<file path="src/rtl/core/mtt_pkg.sv">
`timescale 1ns / 1ps
package mtt_pkg;

  typedef struct packed {
    logic [31:0]        now_ms;
    logic [1:0]         det_count;
    logic [7:0]         det0_id;
    logic signed [15:0] det0_x;
    logic signed [15:0] det0_y;
    logic [7:0]         det1_id;
    logic signed [15:0] det1_x;
    logic signed [15:0] det1_y;
    logic [7:0]         det2_id;
    logic signed [15:0] det2_x;
    logic signed [15:0] det2_y;
  } mtt_in_t;

  typedef struct packed {
    logic [1:0]         track_slot;
    logic [7:0]         track_id;
    logic signed [15:0] pos_x;
    logic signed [15:0] pos_y;
    logic [1:0]         age_class;
    logic               last_of_frame;
  } mtt_out_t;

  typedef struct packed {
    logic [15:0] stale_timeout_ms;
    logic [9:0]  render_lag_ms;
    logic [15:0] fresh_age_ms;
    logic [15:0] recent_age_ms;
  } mtt_cfg_t;

  localparam logic [1:0] REG_STALE  = 2'd0;
  localparam logic [1:0] REG_DELAY  = 2'd1;
  localparam logic [1:0] REG_FRESH  = 2'd2;
  localparam logic [1:0] REG_RECENT = 2'd3;

  localparam logic [1:0] CLS_FRESH  = 2'd0;
  localparam logic [1:0] CLS_RECENT = 2'd1;
  localparam logic [1:0] CLS_OLD    = 2'd2;

endpackage

</file>
<file path="src/rtl/core/mtt_front.sv">
`timescale 1ns / 1ps
// Input frame queue: a two-entry FIFO of accepted frames.
module mtt_front import mtt_pkg::*; (
  input  logic    clk,
  input  logic    rst_n,
  input  logic    in_valid,
  output logic    in_ready,
  input  mtt_in_t in_data,
  output logic    q_valid,
  input  logic    q_pop,
  output mtt_in_t q_data
);
  mtt_in_t    mem_r [2];
  logic       wp_r, rp_r;
  logic [1:0] cnt_r;
  logic       push;

  assign in_ready = (cnt_r != 2'd2);
  assign push     = in_valid && in_ready;
  assign q_valid  = (cnt_r != 2'd0);
  assign q_data   = mem_r[rp_r];

  always_ff @(posedge clk) begin
    if (push) mem_r[wp_r] <= in_data;
    if (!rst_n) begin
      wp_r <= 1'b0; rp_r <= 1'b0; cnt_r <= 2'd0;
    end else begin
      if (push) wp_r <= ~wp_r;
      if (q_pop) rp_r <= ~rp_r;
      cnt_r <= cnt_r + {1'b0, push} - {1'b0, q_pop};
    end
  end
endmodule

</file>
<file path="config.mk">
export PLATFORM = sky130hd
export DESIGN_NAME = mtt_front
export DESIGN_NICKNAME = d
export VERILOG_FILES = /design/src/rtl/core/mtt_pkg.sv /design/src/rtl/core/mtt_front.sv
export SDC_FILE = /design/constraint.sdc
export NUM_CORES = 1
export LEC_CHECK = 0
export BUFFER_PORTS_ARGS = -buffer_cell sky130_fd_sc_hd__buf_2
export CORE_MARGIN = 5
export CORE_UTILIZATION = 58
export CTS_BUF_LIST = sky130_fd_sc_hd__clkbuf_8
export CTS_CLUSTER_DIAMETER = 60
export DETAILED_ROUTE_END_ITERATION = 8
export PLACE_DENSITY = 0.83
export SYNTH_ARGS = -nofsm -noshare
export SYNTH_HDL_FRONTEND = slang
export SYNTH_SLANG_ARGS = --single-unit
</file>
<file path="constraint.sdc">
create_clock -name clk -period 16.3 [get_ports clk]
set_input_delay 3.26 -clock clk [delete_from_list [all_inputs] [get_ports clk]]
set_output_delay 3.26 -clock clk [all_outputs]
set_load 0.005 [all_outputs]
</file>
==> metrics.md <==
| Metric | Value |
|---|---|
| DRT Wirelength | 22700 µm |
| GRT Residual Overflow | 0 |
| DR vias/cell | 5.16 |
| Clock tree buffer depth | 3 |
| Antenna-violating nets left | 0 |
| Status | finished, final reports clean |
| Top post-synthesis cells by area | edfxtp_1, mux2_2, mux2_4, dfxtp_1, buf_6 |
| Setup violators final | 0 |
| Power Total | 1.77 mW |
| FF-to-FF End | mem_r[1][38] |
| Wire per inst | 19.6 µm |
| Top_reg_cell synth | edfxtp_1 |
| Adder-cell area share of the yosys netlist | 0.108% |
| Nets | 1016 |
| Sink Count | 313 |
| Max-slew violations | 0 |
| # DRC | 0 |
| Warnings from Yosys | 0 |
| Post-synthesis xor/xnor area fraction | 0.151% |
| Compound-Gate Fraction of Synth Area | 0.388% |
| Largest net degree at the start of global routing | 85 |
| Startpoint class of the critical path | flip-flop |
| Top post-synthesis cells by count | edfxtp_1, mux2_2, mux2_4 |
| Seq cells post-synth | 313 |
| IO Port Bufs | 313 |
| Flop-to-flop setup slack | 13.33 ns |
| Root buffer cell | clkbuf_8 |
| Worst VDD drop | 0.0825 mV |
| HP Start | rp_r |
| Die width | 151 µm |
| Row count | 51 |
| CORE AREA | 19600 µm² |
| Share of the synthesized area in the top cell type | 79.7% |
| Crit path cell chain | buf_4, mux2_2, buf_2 |
| Clk_lat worst skew | 0.53 ns |
| FMAX | 0.170 GHz |
| Synth Area in Simple Gates | 0.636% |
| Total GRT Usage | 18.8% |
| Hold Path Class | flip-flop to flip-flop |
| Die extent in y | 151 µm |
| Endpoint class of the critical path | primary output |
| Synthesis-to-finish area growth | 22.9% |
| CTS tree | yes |
| Largest family of logic cells by synthesized area | multiplexers |
| Mux contribution to synthesized area | 17.0% |
| TritonRoute pass-1 iters | 4 |
| Vias after detailed routing | 5972 |
| Power Dens Cells | 124 nW/µm² |
| CP max FO | 59 |
| First-pass GRT wire length | 32800 µm |
| Worst EP required | 13.04 ns |
| Syn Std Cell Area | 11600 µm² |
| Max H-tree Level | 2 |
| Routability cong. | 0.757 |
| Crit Path Class | flip-flop to primary output |
| Initial antenna violation count | 4 |
| DR iter-0 viols | 239 |
| Io pins | 314 |
| Syn_nets | 666 |
| Hold path depth | 2 |
| Asr flop ratio synth | 0% |
| CP peak stage delay | 0.84 ns |
| Number of synthesized flops with an enable pin | 308 |
| Cell taking the most area after synthesis | edfxtp_1 |
| FILL cells | 1143 |
| Cts repair resizes | 0 |
| Post-synth cell types | 24 |
| Final hold violation count | 0 |
| Clk_skew | 0.00899 ns |
| Sequential area share after synthesis | 80.5% |
| Reg2Reg Depth | 3 |
| FF-to-FF Start | cnt_r[0] |
| Hold-fix buffers, CTS | 0 |
| CP arrival | 2.61 ns |
| Starting density of the core | 59.3% |
| Setup bufs post-CTS | 0 |
| Critical path's slowest cell | buf_4 |
| Number of global-route vias before repair | 6397 |
| DP HPWL | 15500 µm |
| Setup TNS | 0 ns |
| Relative slew slack | 25.4% |
| Final Critical Period | 5.87 ns |
| Total CTS buffers | 48 |
| P_leak | 5.55 nW |
| Slew of the pin with the lowest slew margin | 1.12 ns |
| Share of layout cells above drive strength 1 | 59.7% |
| Die area | 22900 µm² |
| Worst-path clk slew | 0.06 ns |
| Post-Syn Instances | 507 |
| Mapped Avg Cell Area | 22.9 µm² |
| Critical path buffers and inverters | 2 |
| RSZ-0062 raised after global routing | false |
| Count leader, synth | edfxtp_1 |
| Final worst path period share | 36.0% |
| CP delay by family, top | buffers and inverters |
| Max-cap viol count | 0 |
routing by layer:
metal | global-route usage [%] | share of wire [%] | vias to the layer above
li1 | - | - | 2731
met1 | 21.4 | 36 | 2896
met2 | 32.7 | 51 | 292
met3 | 7.61 | 11 | 47
met4 | 5.39 | 2.0 | 6
met5 | 0 | 0.18 | -
through the flow:
stage	instance area [µm²]	setup WS, ns	util [%]	instances	hold slack (ns)
after floorplan	11600	8.92	-	507	0.529
after global placement	13400	10.65	68.5	1072	0.573
after detailed placement	13400	10.56	68.5	1072	0.587
after CTS	14300	10.38	72.8	1156	0.601
after global routing	14300	10.30	72.8	1157	0.612
final	14300	10.43	72.8	1158	0.589
layout make-up:
type	count	area, µm²	area share, %
Multi-Input combinational cell	175	2120	14.9
Sequential cell	313	9350	65.6
Tap cell	265	332	2.32
Clock buffer	49	674	4.73
Clock inverter	35	169	1.18
Timing Repair Buffer	317	1600	11.2
Inverter	2	12.5	0.0877
Antenna cell	2	5.00	0.0351
cell families after synthesis:
family                   after synthesis
XOR/XNOR                               2
flip-flops                           313
buffers and inverters                 19
adder cells (fa/ha/maj)                1
AND/OR/NAND/NOR                       12
AO/OA/AOI/OAI                          5
multiplexers                         155
worst min-delay path: stages (launching register included):
cell,delay (ns)
dfxtp_1,0.33
xor2_1,0.08
and2_1,0.15
worst max-delay path by stage:
stage	start	endpoint	cells after the start
2_1_floorplan	in_valid	mem_r[1][0]	1
3_5_place_dp	in_valid	mem_r[1][41]	3
6_report	flip-flop	q_data[2]	3
3_3_place_gp	in_valid	mem_r[1][38]	3
5_1_grt	flip-flop	q_data[2]	3
4_1_cts	flip-flop	q_data[2]	3
cell usage in the layout (no fill, tap or decap):
master / count
clkinvlp_4: 2
nand2_1: 2
mux2_4: 60
inv_6: 1
or2_2: 1
a211o_1: 1
mux2i_1: 1
xnor2_1: 1
a211oi_1: 1
buf_2: 313
clkbuf_8: 49
nand3b_1: 2
a21bo_2: 1
edfxtp_1: 308
nand2b_1: 1
xor2_1: 1
ha_1: 1
inv_1: 21
nand3_1: 1
diode_2: 2
dfxtp_4: 1
dfxtp_1: 4
clkinv_1: 9
a21boi_0: 1
clkinv_2: 3
buf_4: 4
nor4b_1: 1
and2_1: 3
a21boi_2: 1
mux2_2: 94
bufinv_16: 1
and3_4: 1
power breakdown:
part | switching (mW) | internal [mW]
Combinational | 0.111 | 0.113
Clock | 0.272 | 0.293
Sequential | 0.0189 | 0.966
Total | 0.402 | 1.37
flip-flops by register name (all words and copies together) (netlist names), named ones only:
register	flops
cnt_r	2
wp_r	1
rp_r	1
mem_r	308
Power figures use the tool's default switching activity.
