[src/rtl/core/mtt_pkg.sv]
`timescale 1ns / 1ps
package mtt_pkg;

  typedef struct packed {
    logic [31:0]        now_ms;
    logic [1:0]         det_count;
    logic [7:0]         det0_id;
    logic signed [15:0] det0_x;
    logic signed [15:0] det0_y;
    logic [7:0]         det1_id;
    logic signed [15:0] det1_x;
    logic signed [15:0] det1_y;
    logic [7:0]         det2_id;
    logic signed [15:0] det2_x;
    logic signed [15:0] det2_y;
  } mtt_in_t;

  typedef struct packed {
    logic [1:0]         track_slot;
    logic [7:0]         track_id;
    logic signed [15:0] pos_x;
    logic signed [15:0] pos_y;
    logic [1:0]         age_class;
    logic               last_of_frame;
  } mtt_out_t;

  typedef struct packed {
    logic [15:0] stale_timeout_ms;
    logic [9:0]  render_lag_ms;
    logic [15:0] fresh_age_ms;
    logic [15:0] recent_age_ms;
  } mtt_cfg_t;

  localparam logic [1:0] REG_STALE  = 2'd0;
  localparam logic [1:0] REG_DELAY  = 2'd1;
  localparam logic [1:0] REG_FRESH  = 2'd2;
  localparam logic [1:0] REG_RECENT = 2'd3;

  localparam logic [1:0] CLS_FRESH  = 2'd0;
  localparam logic [1:0] CLS_RECENT = 2'd1;
  localparam logic [1:0] CLS_OLD    = 2'd2;

endpackage

[src/rtl/core/mtt_divider.sv]
`timescale 1ns / 1ps
// Restoring divider, one quotient bit per cycle, signed numerator truncating to zero.
module mtt_divider (
  input  logic               clk,
  input  logic               rst_n,
  input  logic               start,
  input  logic signed [48:0] num,
  input  logic [31:0]        den,
  output logic               done,
  output logic signed [48:0] quot
);
  logic [48:0] q_r;
  logic [32:0] rem_r;
  logic [5:0]  cnt_r;
  logic        neg_r, busy_r, done_r;
  logic [32:0] trial;
  logic [31:0] den_r;

  assign trial = {rem_r[31:0], q_r[48]} - {1'b0, den_r};
  assign done  = done_r;
  assign quot  = neg_r ? -$signed(q_r) : $signed(q_r);

  always_ff @(posedge clk) begin
    if (start) begin
      q_r   <= num[48] ? 49'(-num) : num;
      neg_r <= num[48];
      rem_r <= '0;
      den_r <= den;
    end else if (busy_r) begin
      if (!trial[32]) begin
        rem_r <= trial;
        q_r   <= {q_r[47:0], 1'b1};
      end else begin
        rem_r <= {rem_r[31:0], q_r[48]};
        q_r   <= {q_r[47:0], 1'b0};
      end
    end
    if (!rst_n) begin
      busy_r <= 1'b0; done_r <= 1'b0; cnt_r <= '0;
    end else begin
      done_r <= 1'b0;
      if (start) begin
        busy_r <= 1'b1; cnt_r <= 6'd48;
      end else if (busy_r) begin
        cnt_r <= cnt_r - 6'd1;
        if (cnt_r == 6'd0) begin
          busy_r <= 1'b0; done_r <= 1'b1;
        end
      end
    end
  end
endmodule

[src/rtl/core/mtt_back.sv]
`timescale 1ns / 1ps
// Track table sequencer: drop stale, apply detections, then emit one result per live track.
module mtt_back import mtt_pkg::*; #(
  parameter int TRACK_SLOTS = 3
) (
  input  logic     clk,
  input  logic     rst_n,
  input  mtt_cfg_t cfg,
  input  logic     q_valid,
  output logic     q_pop,
  input  mtt_in_t  q_data,
  output logic     out_valid,
  input  logic     out_ready,
  output mtt_out_t out_data
);
  localparam int SW = (TRACK_SLOTS > 1) ? $clog2(TRACK_SLOTS) : 1;
  localparam int CW = $clog2(TRACK_SLOTS + 1);

  typedef enum logic [6:0] {
    S_IDLE  = 7'b0000001,
    S_DROP  = 7'b0000010,
    S_DET   = 7'b0000100,
    S_EMIT  = 7'b0001000,
    S_DIVX  = 7'b0010000,
    S_DIVY  = 7'b0100000,
    S_OUT   = 7'b1000000
  } st_t;

  st_t st_r;
  logic [7:0]         id_r [TRACK_SLOTS];
  logic signed [15:0] cx_r [TRACK_SLOTS], cy_r [TRACK_SLOTS];
  logic signed [15:0] px_r [TRACK_SLOTS], py_r [TRACK_SLOTS];
  logic [31:0]        seen_r [TRACK_SLOTS], ptime_r [TRACK_SLOTS];
  logic [TRACK_SLOTS-1:0] hist_r;
  logic [CW-1:0]      cnt_r;
  logic [CW-1:0]      i_r;
  logic [1:0]         k_r;
  mtt_out_t           res_r;
  logic               res_v_r;

  logic [SW-1:0] is;
  logic [31:0]   now, age, render, span, el;
  logic [7:0]    did;
  logic signed [15:0] dx, dy;
  logic          found;
  logic [SW-1:0] fslot, eslot, tslot;
  logic          dstart;
  logic signed [48:0] dnum;
  logic          ddone;
  logic signed [48:0] dq;
  logic          interp, useprev;
  logic [1:0]    cls;

  assign now    = q_data.now_ms;
  assign is     = i_r[SW-1:0];
  assign age    = now - seen_r[is];
  assign render = (now > {22'd0, cfg.render_lag_ms}) ?
                  now - {22'd0, cfg.render_lag_ms} : 32'd0;
  assign span   = seen_r[is] - ptime_r[is];
  assign el     = render - ptime_r[is];

  always_comb begin
    case (k_r)
      2'd0:    begin did = q_data.det0_id; dx = q_data.det0_x; dy = q_data.det0_y; end
      2'd1:    begin did = q_data.det1_id; dx = q_data.det1_x; dy = q_data.det1_y; end
      default: begin did = q_data.det2_id; dx = q_data.det2_x; dy = q_data.det2_y; end
    endcase
  end

  // Matching and eviction scan the small slot file in one pass.
  always_comb begin
    found = 1'b0; fslot = '0; eslot = '0;
    for (int j = TRACK_SLOTS - 1; j >= 0; j--) begin
      if (CW'(j) < cnt_r && id_r[j] == did) begin
        found = 1'b1; fslot = SW'(j);
      end
    end
    for (int j = 1; j < TRACK_SLOTS; j++) begin
      if (seen_r[j] < seen_r[eslot]) eslot = SW'(j);
    end
    if (found) tslot = fslot;
    else if (cnt_r < CW'(TRACK_SLOTS)) tslot = cnt_r[SW-1:0];
    else tslot = eslot;
  end

  always_comb begin
    interp  = !(!hist_r[is] || seen_r[is] <= ptime_r[is] || render >= seen_r[is]);
    useprev = interp && (render <= ptime_r[is]);
    if (age < {16'd0, cfg.fresh_age_ms}) cls = CLS_FRESH;
    else if (age < {16'd0, cfg.recent_age_ms}) cls = CLS_RECENT;
    else cls = CLS_OLD;
  end

  // A new result is only built once the previous one has been taken.
  assign dstart = (st_r == S_EMIT && !res_v_r && interp && !useprev) ||
                  (st_r == S_DIVX && ddone);
  assign dnum = (st_r == S_EMIT) ?
                49'(($signed({cx_r[is][15], cx_r[is]}) - $signed({px_r[is][15], px_r[is]}))
                    * $signed({1'b0, el})) :
                49'(($signed({cy_r[is][15], cy_r[is]}) - $signed({py_r[is][15], py_r[is]}))
                    * $signed({1'b0, el}));

  mtt_divider u_div (
    .clk(clk), .rst_n(rst_n), .start(dstart), .num(dnum), .den(span),
    .done(ddone), .quot(dq)
  );

  assign q_pop     = (st_r == S_OUT) && !res_v_r && (i_r == cnt_r);
  assign out_valid = res_v_r;
  assign out_data  = res_r;

  always_ff @(posedge clk) begin
    if (!rst_n) begin
      st_r <= S_IDLE; cnt_r <= '0; hist_r <= '0; res_v_r <= 1'b0;
      i_r <= '0; k_r <= '0;
    end else begin
      if (res_v_r && out_ready) res_v_r <= 1'b0;
      case (st_r)
        S_IDLE: if (q_valid) begin st_r <= S_DROP; i_r <= '0; end
        S_DROP: begin
          if (i_r >= cnt_r) begin
            st_r <= S_DET; k_r <= '0;
          end else if (age >= {16'd0, cfg.stale_timeout_ms}) begin
            for (int j = 0; j < TRACK_SLOTS - 1; j++) begin
              if (CW'(j) >= i_r) begin
                id_r[j] <= id_r[j+1]; cx_r[j] <= cx_r[j+1]; cy_r[j] <= cy_r[j+1];
                px_r[j] <= px_r[j+1]; py_r[j] <= py_r[j+1];
                seen_r[j] <= seen_r[j+1]; ptime_r[j] <= ptime_r[j+1];
                hist_r[j] <= hist_r[j+1];
              end
            end
            cnt_r <= cnt_r - CW'(1);
          end else begin
            i_r <= i_r + CW'(1);
          end
        end
        S_DET: begin
          if ({1'b0, k_r} >= {1'b0, q_data.det_count}) begin
            st_r <= S_EMIT; i_r <= '0;
            if (cnt_r == '0) st_r <= S_OUT;
          end else begin
            if (found) begin
              px_r[tslot] <= cx_r[tslot]; py_r[tslot] <= cy_r[tslot];
              ptime_r[tslot] <= seen_r[tslot]; hist_r[tslot] <= 1'b1;
            end else begin
              px_r[tslot] <= dx; py_r[tslot] <= dy;
              ptime_r[tslot] <= now; hist_r[tslot] <= 1'b0;
              if (cnt_r < CW'(TRACK_SLOTS)) cnt_r <= cnt_r + CW'(1);
            end
            id_r[tslot] <= did; cx_r[tslot] <= dx; cy_r[tslot] <= dy;
            seen_r[tslot] <= now;
            k_r <= k_r + 2'd1;
          end
        end
        S_EMIT: if (!res_v_r) begin
          res_r.track_slot    <= 2'(i_r);
          res_r.track_id      <= id_r[is];
          res_r.age_class     <= cls;
          res_r.last_of_frame <= (i_r + CW'(1) == cnt_r);
          res_r.pos_x <= useprev ? px_r[is] : cx_r[is];
          res_r.pos_y <= useprev ? py_r[is] : cy_r[is];
          st_r <= (interp && !useprev) ? S_DIVX : S_OUT;
        end
        S_DIVX: if (ddone) begin
          res_r.pos_x <= 16'(px_r[is] + 16'(dq));
          st_r <= S_DIVY;
        end
        S_DIVY: if (ddone) begin
          res_r.pos_y <= 16'(py_r[is] + 16'(dq));
          st_r <= S_OUT;
        end
        S_OUT: if (!res_v_r) begin
          if (i_r == cnt_r) begin
            st_r <= S_IDLE;
          end else begin
            res_v_r <= 1'b1;
            i_r <= i_r + CW'(1);
            st_r <= (i_r + CW'(1) == cnt_r) ? S_OUT : S_EMIT;
          end
        end
        default: st_r <= S_IDLE;
      endcase
    end
  end
endmodule

[config.mk]
export PLATFORM = sky130hd
export DESIGN_NAME = mtt_back
export DESIGN_NICKNAME = d
export VERILOG_FILES = /design/src/rtl/core/mtt_pkg.sv /design/src/rtl/core/mtt_divider.sv /design/src/rtl/core/mtt_back.sv
export SDC_FILE = /design/constraint.sdc
export NUM_CORES = 2
export LEC_CHECK = 0
export BUFFER_PORTS_ARGS = -buffer_cell sky130_fd_sc_hd__buf_2
export CAP_MARGIN = 20
export CORE_ASPECT_RATIO = 1.1
export CORE_UTILIZATION = 38
export CTS_CLUSTER_SIZE = 25
export DETAILED_ROUTE_END_ITERATION = 8
export SETUP_SLACK_MARGIN = 0.3
export SKIP_LAST_GASP = 1
export SLEW_MARGIN = 20
export SYNTH_ARGS = -nofsm -noshare
export SYNTH_HDL_FRONTEND = slang
export SYNTH_SLANG_ARGS = --single-unit
[constraint.sdc]
create_clock -name clk -period 45.9 [get_ports clk]
set_clock_uncertainty 0.1 [all_clocks]
set_input_delay 9.18 -clock clk [delete_from_list [all_inputs] [get_ports clk]]
set_output_delay 9.18 -clock clk [all_outputs]
set_load 0.05 [all_outputs]
==> flow_summary.toml <==
[outcome]
status = "complete, no violations"

[cells_and_area]
layout.nets = 10990
final_util = 0.4184
syn2layout_area_growth_pct = 9.540
final_layout_size_suffix_gt1_frac = 0.1157

[synth]
synthFlopType = "edfxtp_1"
synth_edf_count = 671
async_flop_share = 0
yosysUniqueCellTypes = 100
synth.net_count = 10890
synth_area_sq_um = 86240
synth_seq_cells = 730
avgSynthCellArea_sq_um = 9.468
yosys_warnings = 0
yosysSeqAreaShare = 0.2473
postSynthCellCount = 9109

[worst_setup_path]
slowest_delay_ns = 0.83
crit_arrival_ns = 23.75
cp_slowest_cell = "a21boi_4"
reg2reg_setup_slack_ns = 30.19
critPathMostFrequentCell = "inv_1"
end_kind = "flop"
r2r-end = "u_div.q_r[39]"
critPathRequiredTime_ns = 46.22
r2r_cells = 44
start_kind = "primary input"
crit_type = "primary input to flop"
critPathMaxFanout = 39

[drt]
vias = 69360
routed_wl_um = 294800
vias_per_cell = 5.668
ant_nets = 0
dr.first_iter.drc_count = 5932
drc = 0
drtPass1Iterations = 6
wl_per_cell_um = 24.09

[floorplanning]
core_sq_um = 225800
io_pins = 263
die-height_um = 501.7
initial_core_util = 0.3820
dieWidth_um = 456.2
die-area_sq_um = 228900
num_rows = 183

[clock_network]
h-tree-depth = 3
path_clk_slew_ns = 0.06
cts_buffers = 76
cts-resized-gates = 0
clock_sinks = 730
cts_tree = "done"
cts-root-buf = "clkbuf_16"
clock_latency_ns = 0.70
hold_buffers = 0
clk_path_buf_depth = 3
cts_setup_buffers = 0

[grt]
grt_max_degree = 88
grt_usage = 0.2538
grt_antenna_before_repair = 16
grt_pass1_wl_um = 438200
grt_remaining_overflow = 0
grt_pass1_vias = 69520

[timing]
finalWorstSetupSlack_ns = 22.46
max_freq_mhz = 42.67
hold_viol = 0
finalSetupViolations = 0
relSlewSlack = 0.2187
rsz0062_at_grt = "false"
finalCritPeriodShare = 0.5106
drv_slew = 0
fin_tns_setup_ns = 0
worst_pin_slew_ns = 1.172
final.min_clock_period_ns = 23.44

[placed_design]
dp_hpwl_um = 221300
io_buffers = 262
dp_slack_ns = 21.87
gp_congestion = 0.9734

[job]
maxCapViolations = 0

[min_path]
min_from = "u_div.rem_r[14]"
hold_path.class = "flop to flop"
hold_end = "u_div.rem_r[15]"
hold_depth = 2
sequential cells by signal, summed over array words and instances, names as in the netlist, 6 cells and up, named ones only:
name         flops
px_r            64
u_div.rem_r     32
id_r            32
seen_r         128
st_r             7
u_div.cnt_r      6
u_div.q_r       49
ptime_r        128
py_r            64
cx_r            64
out_data        45
u_div.den_r     32
cy_r            64
synthesized netlist by cell type (48+ instances only):
cell | n | share of area
inv_1 | 1430 | 0.062
nand2_1 | 987 | 0.043
fa_1 | 907 | 0.21
nor2_1 | 873 | 0.038
edfxtp_1 | 671 | 0.23
ha_1 | 656 | 0.095
a21oi_1 | 372 | 0.022
clkbuf_1 | 339 | 0.015
o21ai_0 | 294 | 0.017
xnor2_1 | 233 | 0.024
mux2_2 | 217 | 0.028
and2_1 | 189 | 0.014
a21o_1 | 149 | 0.013
mux4_2 | 135 | 0.035
xor2_1 | 133 | 0.014
o21a_1 | 123 | 0.011
mux2i_1 | 104 | 0.012
nor3_1 | 104 | 0.0060
a211oi_1 | 103 | 0.0090
o31ai_1 | 89 | 0.0077
nand3_1 | 81 | 0.0047
nand2b_1 | 73 | 0.0053
dfxtp_1 | 59 | 0.014
a31oi_1 | 58 | 0.0042
nor2b_1 | 49 | 0.0036
nand4_1 | 48 | 0.0035
critical path, delay by kind of cell:
family	cells	cell delay [ns]
adders and majority gates	10	4.68
xor gates and xnor gates	3	0.90
AOI/OAI and AO/OA	12	5.29
and+or+nand+nor	6	1.17
muxes	2	0.40
buffers and inverters	12	2.03
worst max path at each step:
stage | from | endpoint | slack [ns] | cells after the start
5_1_grt | q_data[122] | u_div.q_r[39] | 21.67 | 49
4_1_cts | q_data[122] | u_div.q_r[39] | 22.56 | 49
3_3_place_gp | q_data[123] | u_div.q_r[39] | 22.22 | 54
6_report | q_data[122] | u_div.q_r[39] | 22.46 | 45
3_5_place_dp | q_data[122] | u_div.q_r[39] | 21.87 | 49
2_1_floorplan | q_data[122] | u_div.q_r[40] | 24.51 | 48
cells in the final DEF, fill, tap and decap left out, types with 39 or more instances in the layout:
cell	Yosys	layout
inv_1	1430	1430
nand2_1	987	985
fa_1	907	906
nor2_1	873	865
edfxtp_1	671	671
ha_1	656	656
a21oi_1	372	372
o21ai_0	294	289
buf_2	35	262
mux2_2	217	217
xnor2_1	233	192
and2_1	189	189
buf_4	4	173
a21o_1	149	149
mux4_2	135	135
o21a_1	123	122
xor2_1	133	108
mux2i_1	104	103
a211oi_1	103	102
nor3_1	104	100
o31ai_1	89	89
nand3_1	81	81
clkbuf_16	0	78
nand2b_1	73	72
a31oi_1	58	58
dfxtp_1	59	56
nor2b_1	49	49
nand4_1	48	48
o211ai_1	41	41
o21bai_1	41	41
a22oi_1	39	39
cells by family after synthesis:
logic type	count (synthesis)	share of synthesized area
AOI/OAI and AO/OA	1538	0.1177
and+or+nand+nor	2602	0.1343
muxes	456	0.07566
DFF	730	0.2473
adders and majority gates	1563	0.3057
buffers and inverters	1849	0.08124
xor gates and xnor gates	371	0.03811
cell type report:
type	instances	area (sq um)
fill	22010	131300
multi-input combinational	6530	58730
sequential	730	21340
inverter	1433	5379
tap	2960	3704
timing repair buffer	438	2656
clock buffer	93	2018
clock inverter	47	628.1
antenna	5	12.51
routing by layer:
metal,GRT usage,up-vias,share of wire
li1,-,30710,-
met2,0.4259,2949,0.47
met1,0.3228,35080,0.40
met3,0.03328,614,0.071
met4,0.1206,2,0.053
met5,0.006955,-,0.00078
stage by stage:
step / hold WS, ns / cell area [sq um] / std cells
finish: 0.3904 / 94470 / 12240
global route: 0.4140 / 94470 / 12240
CTS: 0.3920 / 94450 / 12230
detailed placement: 0.3849 / 91800 / 12090
global placement: 0.3672 / 91770 / 12090
floorplan: 0.3323 / 86240 / 9109
Power is not shown: default switching activity piles up to over one toggle a cycle in this logic, so the estimate is an artifact.
